--- src/rtl/lnr_pkg.sv ---
// Shared types and constants for the line rasterizer.
// Holds the request and response beat structs and the octant class codes.
// No dependencies.
package lnr_pkg;

   localparam int COORD_BITS = 12;
   localparam int SCREEN_W   = 240;
   localparam int SCREEN_H   = 320;
   localparam int COLOR_BITS = 16;
   localparam int DELTA_BITS = COORD_BITS + 1;
   localparam int ERR_BITS   = COORD_BITS + 2;

   localparam logic KIND_LOAD = 1'b0;
   localparam logic KIND_STEP = 1'b1;

   typedef enum logic [2:0] {
      OCT_VERT         = 3'd0,
      OCT_HORIZ        = 3'd1,
      OCT_SHALLOW_UP   = 3'd2,
      OCT_STEEP_UP     = 3'd3,
      OCT_SHALLOW_DOWN = 3'd4,
      OCT_STEEP_DOWN   = 3'd5
   } octant_type;

   typedef struct packed {
      logic                          kind;
      logic signed [COORD_BITS-1:0]  start_x;
      logic signed [COORD_BITS-1:0]  start_y;
      logic signed [COORD_BITS-1:0]  end_x;
      logic signed [COORD_BITS-1:0]  end_y;
      logic        [COLOR_BITS-1:0]  pixel_color;
   } req_type;

   typedef struct packed {
      logic signed [COORD_BITS-1:0]  pixel_x;
      logic signed [COORD_BITS-1:0]  pixel_y;
      logic        [COLOR_BITS-1:0]  color_out;
      logic                          on_screen;
      logic                          last;
   } rsp_type;

endpackage

--- src/rtl/line_rasterizer.sv ---
// Bresenham line pixel generator, top level.
// Depends on lnr_pkg for beat structs, octant codes and screen size.
//
//   channel | direction | beat      | meaning
//   req     | in        | req_type  | load a line (kind 0) or ask for a pixel (kind 1)
//   rsp     | out       | rsp_type  | one pixel with on-screen flag and last marker
//
// One request beat per cycle; a step beat's pixel appears in the output register
// the cycle after acceptance. The line state and the response register set the rate.
// req_ready drops only while a pixel waits in the output register and rsp_ready is low.
// Synchronous reset clears the active flag and the output valid.
module line_rasterizer
   import lnr_pkg::*;
(
   input  logic    clock,
   input  logic    reset,
   input  logic    req_valid,
   output logic    req_ready,
   input  req_type req_data,
   output logic    rsp_valid,
   input  logic    rsp_ready,
   output rsp_type rsp_data
);

   logic signed [COORD_BITS-1:0] cur_x_ff, cur_x_in, cur_y_ff, cur_y_in;
   logic signed [COORD_BITS-1:0] stop_x_ff, stop_x_in, stop_y_ff, stop_y_in;
   logic        [DELTA_BITS-1:0] delta_x_ff, delta_x_in, delta_y_ff, delta_y_in;
   logic signed [ERR_BITS-1:0]   step_error_ff, step_error_in;
   octant_type                   octant_ff, octant_in;
   logic        [COLOR_BITS-1:0] color_ff, color_in;
   logic                         active_ff, active_in;
   logic                         rsp_valid_ff, rsp_valid_in;
   rsp_type                      rsp_ff, rsp_in;

   // load setup
   logic                         swap_ends;
   logic signed [COORD_BITS-1:0] first_x, first_y, second_x, second_y;
   logic signed [DELTA_BITS-1:0] ld_dx, ld_dy;
   logic        [DELTA_BITS-1:0] ld_dy_abs;
   octant_type                   ld_octant;

   // step datapath
   logic signed [ERR_BITS:0]     dx_w, dy_w, err_w;
   logic signed [ERR_BITS:0]     err_add_dx, err_add_dy, err_sub_dx, err_sub_dy;
   logic signed [ERR_BITS+1:0]   twice_add_dx, twice_add_dy, twice_sub_dx, twice_sub_dy;
   logic signed [ERR_BITS+1:0]   dx_2w, dy_2w;
   logic                         x_at_stop, y_at_stop, fin;
   logic                         accept;

   assign req_ready = !rsp_valid_ff || rsp_ready;
   assign accept    = req_valid && req_ready;
   assign rsp_valid = rsp_valid_ff;
   assign rsp_data  = rsp_ff;

   always_comb begin
      if (req_data.start_x == req_data.end_x) begin
         swap_ends = req_data.start_y > req_data.end_y;
      end else begin
         swap_ends = req_data.start_x > req_data.end_x;
      end
      first_x  = swap_ends ? req_data.end_x   : req_data.start_x;
      first_y  = swap_ends ? req_data.end_y   : req_data.start_y;
      second_x = swap_ends ? req_data.start_x : req_data.end_x;
      second_y = swap_ends ? req_data.start_y : req_data.end_y;
      ld_dx     = DELTA_BITS'(second_x) - DELTA_BITS'(first_x);
      ld_dy     = DELTA_BITS'(second_y) - DELTA_BITS'(first_y);
      ld_dy_abs = ld_dy[DELTA_BITS-1] ? DELTA_BITS'(-ld_dy) : DELTA_BITS'(ld_dy);
      if (first_x == second_x) begin
         ld_octant = OCT_VERT;
      end else if (first_y == second_y) begin
         ld_octant = OCT_HORIZ;
      end else if (!ld_dy[DELTA_BITS-1]) begin
         ld_octant = (ld_dy_abs < ld_dx) ? OCT_SHALLOW_UP : OCT_STEEP_UP;
      end else begin
         ld_octant = (ld_dy_abs < ld_dx) ? OCT_SHALLOW_DOWN : OCT_STEEP_DOWN;
      end
   end

   always_comb begin
      dx_w  = $signed({2'b00, delta_x_ff});
      dy_w  = $signed({2'b00, delta_y_ff});
      err_w = (ERR_BITS+1)'(step_error_ff);
      err_add_dx = err_w + dx_w;
      err_add_dy = err_w + dy_w;
      err_sub_dx = err_w - dx_w;
      err_sub_dy = err_w - dy_w;
      twice_add_dx = $signed({err_add_dx, 1'b0});
      twice_add_dy = $signed({err_add_dy, 1'b0});
      twice_sub_dx = $signed({err_sub_dx, 1'b0});
      twice_sub_dy = $signed({err_sub_dy, 1'b0});
      dx_2w = (ERR_BITS+2)'(dx_w);
      dy_2w = (ERR_BITS+2)'(dy_w);
      x_at_stop = cur_x_ff == stop_x_ff;
      y_at_stop = cur_y_ff == stop_y_ff;
   end

   always_comb begin
      cur_x_in      = cur_x_ff;
      cur_y_in      = cur_y_ff;
      stop_x_in     = stop_x_ff;
      stop_y_in     = stop_y_ff;
      delta_x_in    = delta_x_ff;
      delta_y_in    = delta_y_ff;
      step_error_in = step_error_ff;
      octant_in     = octant_ff;
      color_in      = color_ff;
      active_in     = active_ff;
      rsp_in        = rsp_ff;
      rsp_valid_in  = rsp_valid_ff && !rsp_ready;
      fin           = 1'b1;

      case (octant_ff)
         OCT_VERT: begin
            fin = y_at_stop;
            if (!fin) cur_y_in = cur_y_ff + 1'b1;
         end
         OCT_HORIZ: begin
            fin = x_at_stop;
            if (!fin) cur_x_in = cur_x_ff + 1'b1;
         end
         OCT_SHALLOW_UP: begin
            step_error_in = ERR_BITS'(err_add_dy);
            if (twice_add_dy >= dx_2w) begin
               cur_y_in      = cur_y_ff + 1'b1;
               step_error_in = ERR_BITS'(err_add_dy - dx_w);
            end
            fin = x_at_stop;
            if (!fin) cur_x_in = cur_x_ff + 1'b1;
         end
         OCT_STEEP_UP: begin
            step_error_in = ERR_BITS'(err_add_dx);
            if (twice_add_dx >= dy_2w) begin
               cur_x_in      = cur_x_ff + 1'b1;
               step_error_in = ERR_BITS'(err_add_dx - dy_w);
            end
            fin = y_at_stop;
            if (!fin) cur_y_in = cur_y_ff + 1'b1;
         end
         OCT_SHALLOW_DOWN: begin
            step_error_in = ERR_BITS'(err_sub_dy);
            if (twice_sub_dy <= -dx_2w) begin
               cur_y_in      = cur_y_ff - 1'b1;
               step_error_in = ERR_BITS'(err_sub_dy + dx_w);
            end
            fin = x_at_stop;
            if (!fin) cur_x_in = cur_x_ff + 1'b1;
         end
         OCT_STEEP_DOWN: begin
            step_error_in = ERR_BITS'(err_sub_dx);
            if (twice_sub_dx <= -dy_2w) begin
               cur_x_in      = cur_x_ff + 1'b1;
               step_error_in = ERR_BITS'(err_sub_dx + dy_w);
            end
            fin = y_at_stop;
            if (!fin) cur_y_in = cur_y_ff - 1'b1;
         end
         default: begin
            fin = 1'b1;
         end
      endcase

      if (accept && req_data.kind == KIND_LOAD) begin
         cur_x_in      = first_x;
         cur_y_in      = first_y;
         stop_x_in     = second_x;
         stop_y_in     = second_y;
         delta_x_in    = ld_dx;
         delta_y_in    = ld_dy_abs;
         step_error_in = '0;
         octant_in     = ld_octant;
         color_in      = req_data.pixel_color;
         active_in     = 1'b1;
      end else if (accept && req_data.kind == KIND_STEP && active_ff) begin
         rsp_in.pixel_x   = cur_x_ff;
         rsp_in.pixel_y   = cur_y_ff;
         rsp_in.color_out = color_ff;
         rsp_in.on_screen = !cur_x_ff[COORD_BITS-1] && !cur_y_ff[COORD_BITS-1]
                            && ($unsigned(cur_x_ff) < COORD_BITS'(SCREEN_W))
                            && ($unsigned(cur_y_ff) < COORD_BITS'(SCREEN_H));
         rsp_in.last      = fin;
         rsp_valid_in     = 1'b1;
         active_in        = !fin;
      end else begin
         // hold line state
         cur_x_in      = cur_x_ff;
         cur_y_in      = cur_y_ff;
         step_error_in = step_error_ff;
      end
   end

   always_ff @(posedge clock) begin
      if (reset) begin
         active_ff    <= 1'b0;
         rsp_valid_ff <= 1'b0;
      end else begin
         active_ff    <= active_in;
         rsp_valid_ff <= rsp_valid_in;
      end
      cur_x_ff      <= cur_x_in;
      cur_y_ff      <= cur_y_in;
      stop_x_ff     <= stop_x_in;
      stop_y_ff     <= stop_y_in;
      delta_x_ff    <= delta_x_in;
      delta_y_ff    <= delta_y_in;
      step_error_ff <= step_error_in;
      octant_ff     <= octant_in;
      color_ff      <= color_in;
      rsp_ff        <= rsp_in;
   end

endmodule

--- config.mk ---
export PLATFORM = sky130hd
export DESIGN_NAME = line_rasterizer
export DESIGN_NICKNAME = d
export VERILOG_FILES = /design/src/rtl/lnr_pkg.sv /design/src/rtl/line_rasterizer.sv
export SDC_FILE = /design/constraint.sdc
export NUM_CORES = 1
export LEC_CHECK = 0
export ABC_AREA = 1
export BUFFER_PORTS_ARGS = -buffer_cell sky130_fd_sc_hd__buf_4
export CAP_MARGIN = 20
export CORE_ASPECT_RATIO = 1.4
export CORE_UTILIZATION = 40
export DETAILED_ROUTE_END_ITERATION = 16
export MAX_ROUTING_LAYER = met4
export PLACE_DENSITY = 0.71
export SLEW_MARGIN = 20
export SYNTH_ARGS = -nofsm -noshare
export SYNTH_HDL_FRONTEND = slang
export SYNTH_SLANG_ARGS = --single-unit
--- constraint.sdc ---
create_clock -name clock -period 5.2 [get_ports clock]
set_input_delay 0.26 -clock clock [delete_from_list [all_inputs] [get_ports clock]]
set_output_delay 0.26 -clock clock [all_outputs]
set_load 0.01 [all_outputs]
Word-level counts from Yosys, hierarchy flattened
Cells that the tools add are included.
Storage, ports and cells
  flip-flop bits (word level): 151
  input port bits: 69
  memory bits (read-only): 0
  memories: 0
  memory bits (writable): 0
  latch bits: 0
Operators by class
  shift-type cells: 0
  bitwise operators: 2
  $mul: 0
  eq/ne operators: 17
  reductions and logical operators: 27
  divide/modulo/power cells: 0
  add/subtract/negate cells: 16
  multiplexer cells: 33
  magnitude comparators: 9
Operator list (count)
  12-bit two-way mux: 15
  12-bit == test: 5
  14-bit two-way mux: 4
  14-bit one-hot mux with 4 select lines: 1
  12-bit one-hot mux with 4 select lines: 1
  12-bit one-hot mux with 3 select lines: 1
  16-bit by 14-bit >= comparator with 1-bit output: 2
  16-bit less-or-equal comparator: 2
  13-bit negator with 16-bit output: 2
  14-bit by 14-bit adder with 15-bit output: 2
  14-bit by 14-bit subtractor with 15-bit output: 2
  14-bit adder: 2
  14-bit subtractor: 2
  12-bit by 12-bit subtractor with 13-bit output: 2
  12-bit by 1-bit adder with 12-bit output (second input constant): 2
  12-bit greater-than comparator: 2
  3-bit inequality test (second input constant): 5
  13-bit < comparator: 1
  13-bit two-way mux: 1
  13-bit negator: 1
  12-bit by 8-bit < comparator with 1-bit output (second input constant): 1
  12-bit by 9-bit < comparator with 1-bit output (second input constant): 1
  12-bit by 1-bit subtractor with 12-bit output (second input constant): 1
  1-bit logical AND: 8
  19 further kinds: 38

Logic depth before layout (Yosys ltp)
Gate-level depths: netlist (run 1).
  depth after elaboration: 10
  gate-level depth with buffers: 40
  gate-level depth less buffers: 37

Least setup slack after synthesis (run 1)
OpenSTA, ideal clock, no wires.
  path type: reg-to-reg
  start: register delta_y_ff[5]
  end: register cur_y_ff[0], enable pin
  arrival: 4.561 ns
  path buffers: 1
  required time: 4.800 ns
  cell stages (with the launch flop): 28
  path slack: 0.239 ns
  clock period less this slack: 4.961 ns
  cell sequence: edfxtp_1 inv_1 ha_1 clkbuf_1 inv_1 nor3_1 nand2_1 o211ai_1 nand2_1 nand2_1 a21oi_1 o31ai_1 a21oi_1 or2_2 ha_1 nand2_1 inv_1 nand3_1 a31oi_1 a31oi_1 nand3_1 xor2_1 inv_1 nand2_1 inv_1 nand2_1 a31oi_1 a211oi_1
Between the ends
  cells in the longest elaborated chain, start to end: 4
RTL lines
  start: declaration: RTL line line_rasterizer.sv:27  | logic [DELTA_BITS-1:0] delta_x_ff, delta_x_in, delta_y_ff, delta_y_in;
  start signal: assignment: RTL line line_rasterizer.sv:204  | delta_y_ff <= delta_y_in;
  14-bit by 14-bit subtractor with 15-bit output or 14-bit by 14-bit adder with 15-bit output (tied branches): RTL line line_rasterizer.sv:86, line_rasterizer.sv:84
  16-bit less-or-equal comparator or 16-bit by 14-bit >= comparator with 1-bit output (tied branches): RTL line line_rasterizer.sv:141, line_rasterizer.sv:123
  3-bit inequality test (no line)
  6-bit AND reduction (no line) (*)
  end signal: assignment: RTL line line_rasterizer.sv:200  | cur_y_ff <= cur_y_in;
  end: declaration: RTL line line_rasterizer.sv:25  | logic signed [COORD_BITS-1:0] cur_x_ff, cur_x_in, cur_y_ff, cur_y_in;
Every way passes the cells marked *; elsewhere a longest branch is shown, timed or not.
A chain may end at the register's enable or synchronous reset.

Worst setup path after layout (run 1)
  start: register delta_x_ff[7]
  end: register step_error_ff[5]
Between the ends
  cells in the longest elaborated chain, start to end: 4
RTL lines
  start: declaration: RTL line line_rasterizer.sv:27
  start signal: assignment: RTL line line_rasterizer.sv:203  | delta_x_ff <= delta_x_in;
  14-bit by 14-bit subtractor with 15-bit output, or another cell as far along: RTL line line_rasterizer.sv:85  | err_sub_dx = err_w - dx_w;
  16-bit less-or-equal comparator, or another cell as far along: RTL line line_rasterizer.sv:150  | if (twice_sub_dx <= -dy_2w) begin
  14-bit two-way mux (on tied branches): RTL line line_rasterizer.sv:150, line_rasterizer.sv:132, line_rasterizer.sv:141
  14-bit one-hot mux with 4 select lines (*): RTL line line_rasterizer.sv:112  | case (octant_ff)
  end signal: assignment: RTL line line_rasterizer.sv:205  | step_error_ff <= step_error_in;
  end: declaration: RTL line line_rasterizer.sv:28  | logic signed [ERR_BITS-1:0] step_error_ff, step_error_in;
Marked as above.

==> flow_summary.json, run 1 <==
{
  "ant_nets": 0,
  "synth_simple_gate_area_share_pct": 22.32,
  "cts-root-buf": "clkbuf_16",
  "fin_total_pwr_mw": 6.580,
  "fin_crit_sh_pct": 93.40,
  "clk_pin_slew_ns": 0.08,
  "fin_worst_skew_ns": 0.01627,
  "max-vdd-ir-drop_mv": 0.2507,
  "antenna_cells": 0,
  "hold_class": "input pin to register",
  "crit_required_ns": 5.55,
  "synth_top_cell_by_area": "edfxtp_1",
  "power_frac_comb_pct": 56.2,
  "die_x_um": 169.7,
  "drt_wl_total_um": 51150,
  "vias": 14930,
  "clk_latency_ns": 0.45,
  "coreArea_sq_um": 38610,
  "stdcell_area_sq_um": 18410,
  "yosysSeqAreaShare_pct": 27.78,
  "seqPwrFrac_pct": 23.7,
  "synthCells": 2063,
  "synth_xor_area_share_pct": 8.670,
  "drc_errors": 0,
  "critical_path_arrival_ns": 5.21,
  "status": "complete, no violations",
  "min_delay_path_depth": 4,
  "p_leak_nw": 8.832,
  "synth_top_family_by_area": "simple AND/OR/NAND/NOR gates",
  "start_util_pct": 40.78,
  "dp_hpwl_um": 42030,
  "io_buffers": 112,
  "viasPerCell": 5.373,
  "worst_slack_ns": 0.3432,
  "p_sw_share_pct": 46.87,
  "netlist_top_cells_area": "edfxtp_1 26%, ha_1 17%, nand2_1 11%",
  "timing.hold.ws_ns": 0.1209,
  "syn2layout_area_growth_pct": 16.94,
  "dieArea_sq_um": 40170,
  "slew_headroom_pct": 29.38,
  "postPlaceCellArea_sq_um": 17470,
  "numCtsBuffers": 17,
  "cap_violations": 0,
  "finalHoldViolCount": 0,
  "firstDrtPassIters": 5,
  "drive_gt1_share_pct": 13.16,
  "nets": 2531,
  "synth_compound_area_share_pct": 15.26,
  "p_int_mw": 3.496,
  "syn_area_per_cell_sq_um": 7.632,
  "grt_use_total_pct": 26.34,
  "synth_top_area_share_pct": 25.75,
  "finalCriticalPeriod_ns": 4.857,
  "reg2reg_depth": 26,
  "critPathMaxFanout": 11,
  "max_freq_mhz": 205.9,
  "cts_tree": "built",
  "row_count": 85,
  "syn_nets": 2351,
  "synth-seq-cells": 151,
  "place_ws_ns": 0.1195,
  "first_iter_violations": 982,
  "synth_edf_count": 135,
  "grt_pass1_wl_um": 77990,
  "crit_path_end_kind": "register",
  "die_height_um": 236.7,
  "grt_pass1_vias": 14660,
  "clkSinkCount": 151,
  "drv_slew": 0,
  "power_density_nw_per_um2": 357.4,
  "synth_area_sq_um": 15740,
  "gp_congestion": 1.019,
  "ys_types": 59,
  "grt_overflow": 0,
  "synth.mux.area_fraction_pct": 0.06358,
  "wl_per_cell_um": 18.41,
  "clock_power_share_pct": 20.0,
  "p_sw_mw": 3.084,
  "crit_type": "register to register",
  "htree_levels": 4,
  "setup_violations": 0,
  "grt_max_degree": 51,
  "ios": 113,
  "worstMarginPinSlew_ns": 1.054,
  "clockBufferDepth": 2,
  "critPathLaunchType": "register",
  "ys.flop_type": "edfxtp_1",
  "grt_antenna_before_repair": 0,
  "yosysWarnings": 0,
  "async_flop_share_pct": 0,
  "synthAdderAreaFrac_pct": 17.83
}
-- logic make-up (layout without fill, tap and decap cells) --
kind of cell	count (synthesis)	count (layout)
buffers and inverters	314	507
multiplexers	1	1
adder cells (fa/ha/maj)	219	219
AO/OA/AOI/OAI	420	420
flip-flops	151	151
XOR/XNOR	155	155
AND/OR/NAND/NOR	803	803
-- sequential cells by signal (all words and copies together), names as in the netlist --
register	count
color_ff	16
stop_x_ff	12
cur_y_ff	12
octant_ff	3
delta_y_ff	13
step_error_ff	14
rsp_valid	1
cur_x_ff	12
rsp_data	42
active_ff	1
delta_x_ff	13
stop_y_ff	12
-- synth_stat cells (3+ instances only) --
master,instances
nand2_1,448
inv_1,265
ha_1,210
a21oi_1,171
edfxtp_1,135
nor2_1,125
xor2_1,117
o21ai_0,107
nand3_1,102
xnor2_1,37
nor3_1,35
o21ai_1,33
nand4_1,29
o211ai_1,24
clkbuf_1,23
dfxtp_1,16
nand3b_1,16
nand2_2,15
o21ai_2,13
a31oi_1,12
a21o_1,11
inv_2,10
o21bai_1,10
fa_1,9
or2_2,9
a211oi_1,6
nor4_1,6
o21a_1,6
o31ai_1,6
buf_8,5
a21boi_0,3
a21oi_2,3
a221oi_1,3
buf_2,3
buf_6,3
nand3_2,3
nor2_2,3
o22ai_1,3
-- cell usage in the layout (no fill, tap or decap), types with 102 or more instances in the layout --
master	Yosys	layout
inv_1	265	261
nand3_1	102	102
nor2_1	125	123
edfxtp_1	135	135
a21oi_1	171	171
buf_4	2	179
nand2_1	448	447
o21ai_0	107	106
ha_1	210	207
xor2_1	117	117
-- cell type report --
type | count | area [sq um]
fillers | 3740 | 20200
inverters | 278 | 1046
flip-flops and latches | 151 | 4374
clock inverters | 15 | 216.5
clock buffers | 17 | 425.4
well taps | 522 | 653.1
repair buffers | 197 | 1525
multi-input cells | 1598 | 10170
-- critical path: stages (launching register included) --
cell and delay, ns:
edfxtp_1 0.40, inv_1 0.17, ha_1 0.46, nand2_1 0.10
nor3_1 0.15, nand2_1 0.08, o211ai_1 0.15, a21o_1 0.17
a21oi_1 0.09, o31ai_1 0.35, xor2_1 0.22, inv_1 0.10
ha_1 0.31, nand2_1 0.09, nor4b_2 0.35, a21oi_1 0.15
o211ai_1 0.31, nand2_1 0.08, buf_4 0.21, nand2_1 0.14
buf_4 0.19, o22ai_1 0.07, nand3b_1 0.17, nand2_1 0.07
nand3_1 0.08, nand2_1 0.07, inv_1 0.03
-- metrics by stage --
stage | setup TNS, ns | utilization (%) | instances
floorplan | 0 | - | 2063
global route | -0.07174 | 47.69 | 2778
CTS | 0 | 47.36 | 2768
global placement | 0 | 45.25 | 2719
finish | 0 | 47.69 | 2778
detailed placement | 0 | 45.25 | 2719
-- final timing paths --
path | endpoint | slack, ns | start
worst max-delay path | step_error_ff[5]$_SDFFE_PP0P_ | 0.34 | delta_x_ff[7]$_DFFE_PP_
worst min-delay path | rsp_valid$_SDFF_PP0_ | 0.12 | rsp_ready
worst max register to register | step_error_ff[5]$_SDFFE_PP0P_ | 0.34 | delta_x_ff[7]$_DFFE_PP_
worst min register to register | rsp_data[6]$_DFFE_PP_ | 0.42 | color_ff[4]$_DFFE_PP_
-- per-layer routing --
layer | up-vias | global-route usage (%) | part of all wire (%)
met5 | - | - | 0
met4 | 0 | 21.89 | 9.1
met3 | 207 | 2.958 | 4.3
met2 | 550 | 45.73 | 50
met1 | 6803 | 26.35 | 36
li1 | 7365 | - | -
-- power by group through the flow --
stage	clock (mW)	combinational [mW]	sequential, mW
6_report	1.32	3.70	1.56
5_1_grt	1.37	4.08	1.57
4_1_cts	1.33	3.61	1.56
3_5_place_dp	0	3.58	1.59
3_3_place_gp	0	3.49	1.59
2_1_floorplan	0	2.54	1.56
-- repair_timing --
action | in CTS | in global routing
gates resized for setup | 0 | 15
setup buffers | 0 | 10
setup endpoints to repair | 0 | 38
endpoints found under the hold margin | 18 | 0
hold buffers | 17 | 0
No activity file was read; power rests on OpenSTA's default activity.
==> inputs of run 2 (changes only) <==
--- a/config.mk
+++ b/config.mk
@@ -5,7 +5,6 @@
 export SDC_FILE = /design/constraint.sdc
 export NUM_CORES = 1
 export LEC_CHECK = 0
-export ABC_AREA = 1
 export BUFFER_PORTS_ARGS = -buffer_cell sky130_fd_sc_hd__buf_4
 export CAP_MARGIN = 20
 export CORE_ASPECT_RATIO = 1.4
==> constraint.sdc (replaced) <==
create_clock -name clock -period 5.2 [get_ports clock]
set_input_delay 0.26 -clock clock [delete_from_list [all_inputs] [get_ports clock]]
set_output_delay 0.26 -clock clock [all_outputs]
set_load 0.1 [all_outputs]
==> run 2 against run 1 <==
Against the previous run: critical path depth did not move; combinational power rose by 13%; count of clock-buffer cells in the layout did not move; utilization rose by 5.2 points; non-clock buffer count rose by 198; via count rose by 3.8%; critical path type unchanged; largest power group unchanged.
==> flow_summary.json, run 2 <==
{
  "r2r_end": "cur_y_ff[7]$_DFFE_PP_",
  "yosysSeqAreaShare_pct": 27.71,
  "wl_per_cell_um": 20.93,
  "grt_pass1_vias": 15640,
  "finalCriticalPeriod_ns": 5.112,
  "grt_setup_unrepaired": "yes",
  "syn2layout_area_growth_pct": 29.64,
  "setup_violations": 0,
  "vias": 15490,
  "grt_pass1_wl_um": 85620,
  "drv_slew": 0,
  "netlist_top_cells_area": "edfxtp_1 26%, ha_1 17%, xnor2_1 6.8%",
  "p_sw_mw": 3.068,
  "drive_gt1_share_pct": 24.45,
  "drc_errors": 0,
  "ys.flop_type": "edfxtp_1",
  "clock_power_share_pct": 18.3,
  "row_count": 85,
  "cap_violations": 0,
  "layout_commonest_cell": "buf_4",
  "htree_levels": 4,
  "min_from": "rsp_ready",
  "synth_top_area_share_pct": 25.68,
  "ant_nets": 0,
  "synth_area_sq_um": 15790,
  "min_delay_path_depth": 3,
  "min_to": "rsp_valid$_SDFF_PP0_",
  "crit_type": "register to register",
  "fin_worst_skew_ns": 0.01891,
  "cts_tree": "built",
  "start_util_pct": 40.78,
  "yosysMostFrequentCell": "ha_1",
  "largest_reg_flops": 42,
  "syn_nets": 2117,
  "clk_pin_slew_ns": 0.08,
  "antenna_cells": 0,
  "clockBufferDepth": 2,
  "crit_required_ns": 5.37,
  "syn_area_per_cell_sq_um": 8.632,
  "dieArea_sq_um": 40280,
  "ios": 113,
  "worst_slack_ns": 0.08769,
  "yosysWarnings": 0,
  "firstDrtPassIters": 7,
  "seqPwrFrac_pct": 22.3,
  "synthCells": 1829,
  "yosys-top-cells-count": "210 x ha_1, 155 x nand2_1, 139 x inv_1",
  "synth_top_cell_by_area": "edfxtp_1",
  "drt_wl_total_um": 56960,
  "grt_antenna_before_repair": 0,
  "p_int_mw": 3.950,
  "clkSinkCount": 151,
  "first_iter_violations": 1165,
  "numCtsBuffers": 17,
  "grt_max_degree": 76,
  "status": "complete, no violations",
  "critPathMaxFanout": 11,
  "cts-root-buf": "clkbuf_16",
  "coreArea_sq_um": 38710,
  "p_leak_nw": 9.013,
  "die_x_um": 169.9,
  "nets": 2475,
  "ys_types": 86,
  "max-vdd-ir-drop_mv": 0.2218,
  "die_height_um": 237.1,
  "async_flop_share_pct": 0,
  "layout_common_cells": "370 x buf_4, 201 x ha_1, 152 x nand2_1",
  "critPathLaunchType": "register",
  "power_frac_comb_pct": 59.4,
  "hold_class": "input pin to register",
  "dp_hpwl_um": 46010,
  "crit_path_end_kind": "register",
  "p_sw_share_pct": 43.72,
  "r2r-start": "delta_y_ff[0]$_DFFE_PP_",
  "utilization_pct": 52.87,
  "synth_edf_count": 135,
  "fin_crit_sh_pct": 98.31,
  "critical_path_arrival_ns": 5.28,
  "place_ws_ns": -0.3101,
  "finalHoldViolCount": 0,
  "gp_congestion": 1.030,
  "io_buffers": 112,
  "synth-seq-cells": 151,
  "grt_overflow": 0,
  "reg2reg_depth": 26,
  "clk_latency_ns": 0.45,
  "power_density_nw_per_um2": 342.9,
  "grt_use_total_pct": 28.91,
  "viasPerCell": 5.692,
  "worstMarginPinSlew_ns": 1.114,
  "rrSetupSlack_ns": 0.09,
  "max_freq_mhz": 195.6,
  "slew_headroom_pct": 25.32
}
run 2: kinds of logic (layout without fill, tap and decap cells):
group | count (synthesis) | count (layout) | synth area share (%)
xor+xnor | 172 | 172 | 9.542
simple gates | 557 | 557 | 17.20
flops | 151 | 151 | 27.71
fa+ha+maj | 219 | 219 | 17.78
mux | 31 | 31 | 2.068
compound gates | 502 | 502 | 20.74
buf+inv | 197 | 568 | 4.961
run 2: repair_timing:
action	4_1_cts	5_1_grt
buffers inserted	1	20
resized for setup	15	97
endpoints found under the hold margin	18	0
cloned	0	2
setup endpoints to repair	33	39
pin swaps	3	42
hold buffers	17	0
run 2: per-layer routing:
metal | share of wire [%] | track usage (%) | wire length [um]
met1 | 36 | 28.99 | 20360
met2 | 51 | 51.25 | 29260
met3 | 4.7 | 3.159 | 2653
met4 | 8.2 | 21.65 | 4684
met5 | 0 | - | 0
run 2: power by group through the flow:
stage / logic (mW) / clock network, mW / registers [mW]
after floorplan: 2.50 / 0 / 1.58
after global placement: 3.73 / 0 / 1.58
after detailed placement: 3.79 / 0 / 1.59
after CTS: 3.86 / 1.29 / 1.56
after global routing: 4.55 / 1.33 / 1.57
final: 4.17 / 1.28 / 1.56
run 2: cell type report:
type                       instances  area (sq um)
clock inverter                    15         203.9
sequential                       151          4375
tap                              522         653.1
timing repair buffer             395          3067
fill                            3596         18250
multi-input combinational       1481         11210
inverter                         141         534.3
clock buffer                      17         425.4
run 2: critical path: stages (launching register included):
cell and delay [ns]:
edfxtp_1 0.38, ha_2 0.22, inv_2 0.04, fa_2 0.34, a21o_1 0.18, a21oi_2 0.16, o21bai_1 0.09, a21oi_2 0.20
o21ai_2 0.10, a311oi_2 0.29, o21bai_1 0.13, a21o_1 0.24, xnor2_2 0.23, ha_1 0.29, a21o_1 0.16, a21o_1 0.18
a21oi_2 0.13, o21ai_1 0.07, a31oi_1 0.20, xnor2_1 0.19, nor2_2 0.08, buf_12 0.16, a21oi_4 0.15, a21oi_2 0.09
o41ai_4 0.20, buf_4 0.19, clkbuf_16 0.15
run 2: stage by stage:
| step | instances | power [mW] | hold slack (ns) | setup TNS [ns] | instance area [sq um] |
|---|---|---|---|---|---|
| global route | 2722 | 7.449 | 0.2151 | -4.541 | 20470 |
| detailed placement | 2649 | 5.379 | 0.4045 | -3.759 | 18990 |
| CTS | 2699 | 6.713 | 0.1743 | 0 | 19860 |
| global placement | 2649 | 5.310 | 0.4009 | -1.310 | 18990 |
| finish | 2722 | 7.018 | 0.2022 | 0 | 20470 |
| floorplan | 1829 | 4.079 | 0.3291 | 0 | 15910 |
run 2: how the worst max path moves through the flow:
stage	slack [ns]	from	endpoint	cells after the start
after floorplan	0.02	delta_y_ff[1]$_DFFE_PP_	cur_y_ff[0]$_DFFE_PP_	24
after CTS	0.01	delta_x_ff[0]$_DFFE_PP_	step_error_ff[2]$_SDFFE_PP0P_	26
final	0.09	delta_y_ff[0]$_DFFE_PP_	cur_y_ff[7]$_DFFE_PP_	26
after global routing	-0.25	delta_y_ff[0]$_DFFE_PP_	cur_y_ff[2]$_DFFE_PP_	26
after detailed placement	-0.31	req_data[37]	octant_ff[0]$_SDFFCE_PP0P_	33
after global placement	-0.19	req_data[29]	octant_ff[0]$_SDFFCE_PP0P_	32
==> inputs of run 3 (changes only) <==
==> constraint.sdc (replaced) <==
create_clock -name clock -period 5.2 [get_ports clock]
set_input_delay 1.56 -clock clock [delete_from_list [all_inputs] [get_ports clock]]
set_output_delay 1.56 -clock clock [all_outputs]
set_load 0.1 [all_outputs]
==> run 3 against run 2 <==
Against the previous run: critical endpoint is now octant_ff[0]$_SDFFCE_PP0P_; first-iteration DRC count shrank 8.6%; cell count rose by 1.8%; largest cell class unchanged; largest power group unchanged; non-clock buffer count is 48 higher; final area rose by 4.1%; worst hold slack gained 0.21 ns; setup slack worse by 1.1 ns; sequential share of layout area down 0.83 points; flip-flop and latch count is the same; the flow now finishes with violations (negative setup slack); maximum frequency decreased by 17%; via count increased by 1.3%; total power grew 2.9%.
==> flow_summary.json, run 3 (same netlist as run 2, synthesis figures left out) <==
{
  "p_leak_nw": 9.404,
  "slowest_stage": "or4_4",
  "drc_errors": 0,
  "fin_worst_skew_ns": 0.01840,
  "slew_headroom_pct": 28.33,
  "utilization_pct": 55.02,
  "grt_overflow": 0,
  "drv_slew": 0,
  "start_util_pct": 40.78,
  "first_iter_violations": 1065,
  "crit_path_end_kind": "register",
  "nets": 2523,
  "p_sw_mw": 3.109,
  "power_density_nw_per_um2": 339.2,
  "regArea_sq_um": 4377,
  "clockBufferDepth": 2,
  "p_int_mw": 4.115,
  "grt_antenna_before_repair": 0,
  "fin_crit_sh_pct": 118.7,
  "cts-root-buf": "clkbuf_16",
  "crit_required_ns": 5.38,
  "syn2layout_area_growth_pct": 34.90,
  "drt_wl_total_um": 56130,
  "grt_max_degree": 33,
  "finalCriticalPeriod_ns": 6.172,
  "finalHoldViolCount": 0,
  "violations": "negative setup slack",
  "critPathLaunchType": "input pin",
  "largest_reg_flops": 42,
  "wl_per_cell_um": 20.26,
  "ios": 113,
  "cap_violations": 0,
  "grt_setup_unrepaired": "yes",
  "clkSinkCount": 151,
  "critPathMaxFanout": 4,
  "drive_gt1_share_pct": 28.69,
  "row_count": 85,
  "coreArea_sq_um": 38710,
  "grt_pass1_wl_um": 85260,
  "dieArea_sq_um": 40280,
  "max_freq_mhz": 162.0,
  "grt_use_total_pct": 28.66,
  "setup_violations": 6,
  "crit_type": "input pin to register",
  "dp_hpwl_um": 45090,
  "vias": 15700,
  "timing.hold.ws_ns": 0.4145,
  "viasPerCell": 5.667,
  "die_x_um": 169.9,
  "numCtsBuffers": 17,
  "ant_nets": 0,
  "hold_class": "register to register",
  "antenna_cells": 0,
  "die_height_um": 237.1,
  "clock_power_share_pct": 18.0,
  "firstDrtPassIters": 5,
  "io_buffers": 112,
  "crit_path_max_incr_delay_ns": 0.45,
  "critical_path_arrival_ns": 6.35,
  "clk_latency_ns": 0.45,
  "htree_levels": 4,
  "layout_commonest_cell": "buf_4",
  "fill_cells": 3466,
  "gp_congestion": 1.028,
  "p_sw_share_pct": 43.04,
  "grt_pass1_vias": 15930,
  "seqPwrFrac_pct": 21.4,
  "multi_input_area_sq_um": 11520,
  "power_frac_comb_pct": 60.6,
  "cts_tree": "built",
  "worst_slack_ns": -0.9724,
  "clk_pin_slew_ns": 0.08,
  "worstMarginPinSlew_ns": 1.067,
  "status": "finished with violations",
  "max-vdd-ir-drop_mv": 0.1940,
  "layout_common_cells": "417 x buf_4, 191 x ha_1, 153 x nand2_1"
}
run 3: changes by cell type in the layout (fill, tap and decap cells not counted), moves of 7 or more:
cell / delta
buf_4: +47
buf_6: +10
dlygate4sd3_1: -17
ha_1: -10
ha_4: +8
inv_1: -8
inv_2: +9
xnor2_1: -7
run 3: worst max-delay path: cells and delay by family:
family / cells / cell delay, ns
fa+ha+maj: 3 / 0.75
compound gates: 16 / 2.30
buf+inv: 2 / 0.12
mux: 1 / 0.25
simple gates: 11 / 1.34
run 3: cell type report:
type	count	area share, %
multi-input combinational	1481	54.11
sequential	151	20.55
timing repair buffer	443	16.78
tap	522	3.067
inverter	141	2.550
clock buffer	17	1.997
clock inverter	15	0.9400
run 3: metal layers:
| metal | share of wire, % | global-route usage, % | wire length, um |
|---|---|---|---|
| met5 | 0 | - | 0 |
| met4 | 9.0 | 23.04 | 5027 |
| met3 | 4.0 | 3.293 | 2234 |
| met2 | 52 | 51.40 | 29170 |
| met1 | 35 | 27.53 | 19700 |
run 3: worst paths after layout:
check	startpoint	to	cells after the start	slack, ns
setup / recovery	req_data[29]	octant_ff[0]$_SDFFCE_PP0P_	33	-0.97
hold / removal	color_ff[10]$_DFFE_PP_	rsp_data[12]$_DFFE_PP_	0	0.41
setup reg to reg	step_error_ff[0]$_SDFFE_PP0P_	cur_y_ff[6]$_DFFE_PP_	27	0.04
hold reg to reg	color_ff[10]$_DFFE_PP_	rsp_data[12]$_DFFE_PP_	0	0.41
run 3: power by group through the flow:
stage          registers [mW]  logic (mW)  clock network (mW)
2_1_floorplan            1.58        2.52                   0
6_report                 1.54        4.38                1.30
3_5_place_dp             1.57        4.01                   0
5_1_grt                  1.55        4.74                1.36
3_3_place_gp             1.57        3.92                   0
4_1_cts                  1.54        4.22                1.32
run 3: stage by stage:
stage	setup slack, ns	cell area, sq um	instances	TNS (ns)	total power, mW
3_3_place_gp	-1.460	19600	2699	-11.13	5.482
4_1_cts	-0.9399	20860	2755	-2.089	7.081
3_5_place_dp	-1.455	19600	2699	-11.67	5.580
2_1_floorplan	-1.100	16130	1829	-1.908	4.101
5_1_grt	-1.282	21300	2770	-5.509	7.656
6_report	-0.9724	21300	2770	-1.628	7.224
run 3: timing repair:
item                                    in CTS  in global routing
pin swaps                                   31                 55
gates cloned                                 3                  1
endpoints found under the setup margin      19                 54
gates resized for setup                     79                 80
buffers inserted                            26                 31
hold buffers                                 0                  0
